$ cat config.mk
export PLATFORM = sky130hd
export DESIGN_NAME = sound_channel_length_envelope_core
export DESIGN_NICKNAME = d
export VERILOG_FILES = /design/src/sv/sclen_pkg.sv /design/src/sv/sound_channel_length_envelope_core.sv
export SDC_FILE = /design/constraint.sdc
export NUM_CORES = 1
export LEC_CHECK = 0
export BUFFER_PORTS_ARGS = -buffer_cell sky130_fd_sc_hd__buf_4
export CORE_ASPECT_RATIO = 0.7
export CORE_MARGIN = 4
export CORE_UTILIZATION = 45
export CTS_CLUSTER_DIAMETER = 40
export DETAILED_ROUTE_END_ITERATION = 12
export HOLD_SLACK_MARGIN = 0.15
export PLACE_DENSITY = 0.71
export SYNTH_ARGS = -nofsm -noshare
export SYNTH_HDL_FRONTEND = slang
export SYNTH_SLANG_ARGS = --single-unit
$ cat constraint.sdc
create_clock -name clk -period 6.3 [get_ports clk]
set_input_delay 0.315 -clock clk [delete_from_list [all_inputs] [get_ports clk]]
set_output_delay 0.315 -clock clk [all_outputs]
set_load 0.005 [all_outputs]
$ cat src/sv/sclen_pkg.sv
// Shared types and constants for the sound channel length and envelope core.
package sclen_pkg;

    typedef logic [2:0] kind_t;

    localparam kind_t KIND_TICK       = 3'd0;
    localparam kind_t KIND_VOLUME     = 3'd1;
    localparam kind_t KIND_LENGTH     = 3'd2;
    localparam kind_t KIND_LENGTH_EN  = 3'd3;
    localparam kind_t KIND_ENVELOPE   = 3'd4;
    localparam kind_t KIND_TRIGGER    = 3'd5;
    localparam kind_t KIND_CHANNEL_EN = 3'd6;

    localparam int VALUE_W   = 7;
    localparam int VOL_W     = 4;
    localparam int PERIOD_W  = 3;
    localparam int PHASE_W   = 2;
    localparam int IN_DATA_W = 16;
    localparam int OUT_W     = 24;

    localparam logic [VOL_W-1:0] VOL_MAX = 4'd15;

endpackage

$ cat src/sv/sound_channel_length_envelope_core.sv
// Sound channel length counter, volume envelope and enable flags.
// A request accepted on the input passes the input register, then the
// result register, from which its answer is presented.
// Throughput: one request per cycle while m_axis_tready does not stall the output.
// Reset (rst_n low, asynchronous) restores the power-on channel state and
// empties both register stages.
module sound_channel_length_envelope_core #(
    parameter int LENGTH_LIMIT = 64
) (
    input  logic                             clk,
    input  logic                             rst_n,
    input  logic                             s_axis_tvalid,
    output logic                             s_axis_tready,
    // Bits from low: value[6:0], flag[7], first_half[8], zero fill.
    input  logic [sclen_pkg::IN_DATA_W-1:0]  s_axis_tdata,
    // Bits from low: kind[2:0].
    input  logic [2:0]                       s_axis_tuser,
    output logic                             m_axis_tvalid,
    input  logic                             m_axis_tready,
    // Bits from low: level[3:0], current_volume[7:4], channel_active[8],
    // dac_active[9], length_remaining[16:10], zero fill.
    output logic [sclen_pkg::OUT_W-1:0]      m_axis_tdata
);

    localparam int LW = $clog2(LENGTH_LIMIT + 1);
    localparam int CW = (LW > sclen_pkg::VALUE_W) ? LW : sclen_pkg::VALUE_W;
    localparam logic [LW-1:0] LIMIT_W = LW'(LENGTH_LIMIT);
    localparam logic [CW-1:0] LIMIT_C = CW'(LENGTH_LIMIT);

    // Input register.
    logic                               in_valid_reg;
    sclen_pkg::kind_t                   kind_reg;
    logic [sclen_pkg::VALUE_W-1:0]      value_reg;
    logic                               flag_reg;
    logic                               first_half_reg;

    // Result register.
    logic                               out_valid_reg;
    logic [sclen_pkg::OUT_W-1:0]        out_data_reg;
    logic [sclen_pkg::OUT_W-1:0]        out_data_next;

    // Channel state.
    logic                               chan_on_reg, chan_on_next;
    logic                               dac_on_reg, dac_on_next;
    logic                               length_on_reg, length_on_next;
    logic                               just_en_reg, just_en_next;
    logic [LW-1:0]                      length_left_reg, length_left_next;
    logic [sclen_pkg::VOL_W-1:0]        vol_reg, vol_next;
    logic [sclen_pkg::VOL_W-1:0]        start_vol_reg, start_vol_next;
    logic [sclen_pkg::PERIOD_W-1:0]     env_period_reg, env_period_next;
    logic                               env_up_reg, env_up_next;
    logic [sclen_pkg::PERIOD_W-1:0]     env_count_reg, env_count_next;
    logic [sclen_pkg::PHASE_W-1:0]      phase_reg, phase_next;

    logic                               advance;
    logic                               do_tick;
    logic [CW-1:0]                      value_ext;
    logic [LW-1:0]                      load_sat;
    logic [sclen_pkg::VOL_W-1:0]        level;

    assign advance       = in_valid_reg && (!out_valid_reg || m_axis_tready);
    assign s_axis_tready = !in_valid_reg || advance;
    assign m_axis_tvalid = out_valid_reg;
    assign m_axis_tdata  = out_data_reg;

    assign value_ext = CW'(value_reg);
    assign load_sat  = (value_ext > LIMIT_C) ? LIMIT_W : LW'(value_ext);

    always_comb
    begin
        chan_on_next     = chan_on_reg;
        dac_on_next      = dac_on_reg;
        length_on_next   = length_on_reg;
        just_en_next     = just_en_reg;
        length_left_next = length_left_reg;
        vol_next         = vol_reg;
        start_vol_next   = start_vol_reg;
        env_period_next  = env_period_reg;
        env_up_next      = env_up_reg;
        env_count_next   = env_count_reg;
        phase_next       = phase_reg;
        do_tick          = 1'b0;

        // Event-specific updates that come before any sequencer tick.
        case (kind_reg)
            sclen_pkg::KIND_TICK:
            begin
                do_tick = 1'b1;
            end
            sclen_pkg::KIND_VOLUME:
            begin
                vol_next       = value_reg[sclen_pkg::VOL_W-1:0];
                start_vol_next = value_reg[sclen_pkg::VOL_W-1:0];
                if (flag_reg)
                begin
                    if (value_reg[sclen_pkg::VOL_W-1:0] == '0 && !env_up_reg)
                    begin
                        dac_on_next  = 1'b0;
                        chan_on_next = 1'b0;
                    end
                    else
                    begin
                        dac_on_next = 1'b1;
                    end
                end
            end
            sclen_pkg::KIND_LENGTH:
            begin
                length_left_next = LIMIT_W - load_sat;
            end
            sclen_pkg::KIND_LENGTH_EN:
            begin
                length_on_next = flag_reg;
                just_en_next   = !length_on_reg && flag_reg;
                // Enabling in the first half of the period runs an extra tick.
                do_tick = (length_left_reg != '0) && !length_on_reg && flag_reg
                          && first_half_reg;
            end
            sclen_pkg::KIND_ENVELOPE:
            begin
                env_period_next = value_reg[sclen_pkg::PERIOD_W-1:0];
                env_count_next  = '0;
                env_up_next     = flag_reg;
                if (vol_reg == '0 && !flag_reg)
                begin
                    dac_on_next  = 1'b0;
                    chan_on_next = 1'b0;
                end
                else
                begin
                    dac_on_next = 1'b1;
                end
            end
            sclen_pkg::KIND_TRIGGER:
            begin
                if (length_left_reg == '0)
                begin
                    length_left_next = LIMIT_W;
                    do_tick          = just_en_reg;
                end
            end
            sclen_pkg::KIND_CHANNEL_EN:
            begin
                chan_on_next = flag_reg;
            end
            default:
            begin
            end
        endcase

        // Frame sequencer tick.
        if (do_tick)
        begin
            if (!dac_on_next)
                chan_on_next = 1'b0;
            phase_next = phase_reg + 1'b1;
            if (length_on_next && length_left_next != '0)
            begin
                length_left_next = length_left_next - 1'b1;
                if (length_left_next == '0)
                    chan_on_next = 1'b0;
            end
            if (phase_next == '0)
            begin
                if (env_count_next == 3'd1)
                begin
                    if (!env_up_next && vol_next != '0)
                        vol_next = vol_next - 1'b1;
                    else if (env_up_next && vol_next != sclen_pkg::VOL_MAX)
                        vol_next = vol_next + 1'b1;
                    env_count_next = env_period_next;
                end
                else if (env_count_next != '0)
                begin
                    env_count_next = env_count_next - 1'b1;
                end
            end
        end

        // A trigger reloads the envelope after any extra tick it caused.
        if (kind_reg == sclen_pkg::KIND_TRIGGER)
        begin
            env_count_next = env_period_next;
            vol_next       = start_vol_next;
            if (!dac_on_next)
                chan_on_next = 1'b0;
        end

        level = (chan_on_next && dac_on_next) ? vol_next : '0;
        out_data_next = {7'd0, 7'(length_left_next), dac_on_next, chan_on_next,
                         vol_next, level};
    end

    always_ff @(posedge clk or negedge rst_n)
    begin
        if (!rst_n)
        begin
            in_valid_reg    <= 1'b0;
            out_valid_reg   <= 1'b0;
            chan_on_reg     <= 1'b1;
            dac_on_reg      <= 1'b1;
            length_on_reg   <= 1'b0;
            just_en_reg     <= 1'b0;
            length_left_reg <= LIMIT_W;
            vol_reg         <= sclen_pkg::VOL_MAX;
            start_vol_reg   <= sclen_pkg::VOL_MAX;
            env_period_reg  <= '0;
            env_up_reg      <= 1'b0;
            env_count_reg   <= '0;
            phase_reg       <= '0;
        end
        else
        begin
            if (s_axis_tready)
                in_valid_reg <= s_axis_tvalid;
            if (advance)
                out_valid_reg <= 1'b1;
            else if (m_axis_tready)
                out_valid_reg <= 1'b0;
            if (advance)
            begin
                chan_on_reg     <= chan_on_next;
                dac_on_reg      <= dac_on_next;
                length_on_reg   <= length_on_next;
                just_en_reg     <= just_en_next;
                length_left_reg <= length_left_next;
                vol_reg         <= vol_next;
                start_vol_reg   <= start_vol_next;
                env_period_reg  <= env_period_next;
                env_up_reg      <= env_up_next;
                env_count_reg   <= env_count_next;
                phase_reg       <= phase_next;
            end
        end
    end

    always_ff @(posedge clk)
    begin
        if (s_axis_tready && s_axis_tvalid)
        begin
            kind_reg       <= s_axis_tuser;
            value_reg      <= s_axis_tdata[6:0];
            flag_reg       <= s_axis_tdata[7];
            first_half_reg <= s_axis_tdata[8];
        end
        if (advance)
            out_data_reg <= out_data_next;
    end

endmodule

==> results.py <==
metrics = {
    "min_path": {
        "hold_start": "s_axis_tvalid",
        "min_path_cells": 2,
        "min_path_type": "in2reg",
        "min_to": "in_valid_reg$_DFFE_PN0N_",
    },
    "synth": {
        "ys_warn_count": 0,
        "synth_top_family_by_area": "simple AND/OR/NAND/NOR gates",
        "syn_area_per_cell_um2": 10.9,
        "synth_xor_area_share_pct": 2.01,
        "synth-compound-area-share_pct": 16.0,
        "yosysSeqAreaShare_pct": 47.0,
        "async_reset_ff_share_pct": 50.8,
        "synthDistinctLibCells": 67,
        "synth_simple_gate_area_share_pct": 16.6,
        "synth_adder_area_share_pct": 3.95,
        "syn_inst": 319,
        "synth_edf_count": 29,
        "synth_flop_cell": "edfxtp_1",
        "ys_seq_elements": 59,
        "muxShareOfSynthArea_pct": 9.59,
        "synth_area_um2": 3480,
    },
    "die": {
        "die_area_um2": 9230,
        "io_pins": 49,
        "die_w_um": 113,
        "die_h_um": 81.6,
        "core-area_um2": 7420,
        "row_count": 26,
        "start_util_pct": 46.9,
    },
    "route": {
        "route.detailed.wl_per_inst_um": 16.4,
        "drt_pass1_iterations": 5,
        "via_count": 2638,
        "antenna_left": 0,
        "first_iter_violations": 275,
        "finalWirelength_um": 7680,
        "drc_errors": 0,
        "viasPerCell": 5.64,
    },
    "pwr": {
        "p_leak_uw": 0.00162,
        "power_uw": 1320,
        "power_density_nw_per_um2": 325,
        "vdd_drop_max_mv": 0.172,
    },
    "clock_network": {
        "cts.path.max_buffers": 2,
        "insertion_delay_ns": 0.34,
        "cts_sinks": 59,
        "cts-buffers-inserted": 9,
        "cts-root-buf": "clkbuf_8",
        "cts_tree": "yes",
        "clk_pin_slew_worst_paths_ns": 0.06,
        "ctsHoldBuffers": 13,
        "cts_setup_buffers": 0,
        "htree_levels": 3,
        "cts-resized-gates": 0,
    },
    "grt": {
        "grt_pass1_wl_um": 12700,
        "grt_pass1_vias": 2427,
        "gr-total-overflow": 0,
        "grt_use_total_pct": 18.1,
        "grt_max_degree": 33,
        "antenna_found_initial": 0,
    },
    "critical_path": {
        "cp.arrival_ns": 3.68,
        "r2r_start": "kind_reg[2]$_DFFE_PP_",
        "path_class": "reg2reg",
        "crit_fanout": 15,
        "required_ns": 6.38,
        "r2r_cells": 9,
        "ff2ff_setup_slack_ns": 2.69,
        "reg2reg_to": "m_axis_tdata[1]$_SDFFCE_PN0P_",
        "endpoint_kind": "flop",
        "start_kind": "flop",
    },
    "layout": {
        "fin_area_um2": 4050,
        "fill_cells": 658,
        "seqCellArea_um2": 1640,
        "syn_to_final_growth_pct": 16.3,
        "nets": 399,
        "largest_register_ffs": 17,
        "antenna_cells": 0,
        "layout_common_cells": "35 x buf_4, 30 x nand2_1, 29 x edfxtp_1",
        "final_common_cell": "buf_4",
        "fin_util_pct": 54.6,
        "layout-drive-gt1-share_pct": 24.3,
        "multi_input_area_um2": 1700,
    },
    "sta": {
        "post-route-period-util_pct": 57.2,
        "tightest_slew_ns": 1.14,
        "tns_ns": 0,
        "slew_headroom_pct": 23.8,
        "finClkSkew_ns": 0.00782,
        "fin_crit_ns": 3.61,
        "finalHoldViolCount": 0,
        "finalSetupViolCount": 0,
        "drv_slew": 0,
        "holdWs_ns": 0.168,
        "grt_setup_unrepaired": "false",
        "max_freq_ghz": 0.277,
    },
    "placement": {
        "gp_congestion": 0.892,
        "dp_hpwl_um": 5440,
        "port-buffer-count": 34,
        "post_dp_cell_area_um2": 3770,
    },
    "run": {
        "maxCapViolCount": 0,
    },
    "status": {
        "status": "finished clean",
    },
}
how the worst max path moves through the flow:
stage	from	to	slack, ns	cells past startpoint
after global placement	kind_reg[2]$_DFFE_PP_	m_axis_tdata[1]$_SDFFCE_PN0P_	2.83	9
after global routing	kind_reg[2]$_DFFE_PP_	m_axis_tdata[1]$_SDFFCE_PN0P_	2.42	9
final	kind_reg[2]$_DFFE_PP_	m_axis_tdata[1]$_SDFFCE_PN0P_	2.69	9
after floorplan	kind_reg[2]$_DFFE_PP_	m_axis_tdata[8]$_DFFE_PP_	3.48	10
after detailed placement	kind_reg[2]$_DFFE_PP_	m_axis_tdata[1]$_SDFFCE_PN0P_	2.79	9
after CTS	kind_reg[2]$_DFFE_PP_	m_axis_tdata[1]$_SDFFCE_PN0P_	2.75	9
cell usage after synthesis, types with 3 or more instances:
cell type  number  share of area [%]
xor2_1          3               0.75
nand3b_1        5                1.1
buf_2           7                1.0
nor4_1          3               0.54
mux2_2         19                6.1
mux2i_1        12                3.4
inv_1          11                1.2
nand2b_1       10                1.8
nor2b_1         6                1.1
o21ai_0        14                2.0
nor2_1         19                2.0
xnor2_1         5                1.3
o21a_1          3               0.65
nor3_1         10                1.4
dfrtp_1        19                 14
ha_1           11                4.0
a21oi_1         9                1.3
o31ai_2         3                1.1
buf_4           7                1.5
a31oi_1         6                1.1
nand2_1        30                3.2
dfstp_2        11                8.3
edfxtp_1       29                 25
clkbuf_1        3               0.32
nor3b_1         3               0.65
a311oi_1        4                1.0
nand3_1         9                1.3
worst max-delay path, cell delays in order (launching register included):
cell      delay [ns]
edfxtp_1        0.59
nor3b_1         0.99
mux2i_1         0.43
inv_1           0.11
ha_1            0.25
nand3_1         0.12
o221ai_2        0.19
a221o_1         0.33
o21ai_0         0.22
nor2_1          0.09
final cells by class:
| type | count | share of cell area (%) |
|---|---|---|
| inverter | 12 | 1.11 |
| multi-input combinational | 235 | 42.0 |
| sequential | 59 | 40.4 |
| clock inverter | 5 | 0.525 |
| clock buffer | 11 | 3.24 |
| tap | 98 | 3.03 |
| timing repair buffer | 48 | 9.70 |
stage by stage:
step	instances	setup WS, ns
after global placement	439	2.83
after global routing	468	2.42
final	468	2.69
after CTS	468	2.75
after detailed placement	439	2.79
after floorplan	325	3.48
cell families (layout without fill, tap and decap cells):
logic type	count (synthesis)	in the layout
adders and majority gates	11	11
DFF	59	59
xor gates and xnor gates	8	8
other	1	7
and+or+nand+nor	109	109
muxes	31	31
buffers and inverters	31	76
AOI/OAI and AO/OA	69	69
per-layer routing:
| metal | GRT usage [%] | vias to the layer above | wire length (um) |
|---|---|---|---|
| met5 | 0 | - | 0 |
| met4 | 6.12 | 0 | 109 |
| met3 | 4.86 | 13 | 565 |
| met2 | 27.5 | 98 | 3340 |
| met1 | 25.2 | 1264 | 3670 |
| li1 | - | 1263 | - |
power breakdown:
| part | internal [uW] | switching (uW) | leakage, uW |
|---|---|---|---|
| Clock | 137 | 140 | 0.0000796 |
| Combinational | 200 | 239 | 0.000916 |
| Sequential | 525 | 75.6 | 0.000629 |
| Total | 862 | 455 | 0.00162 |
Power figures use the tool's default switching activity.
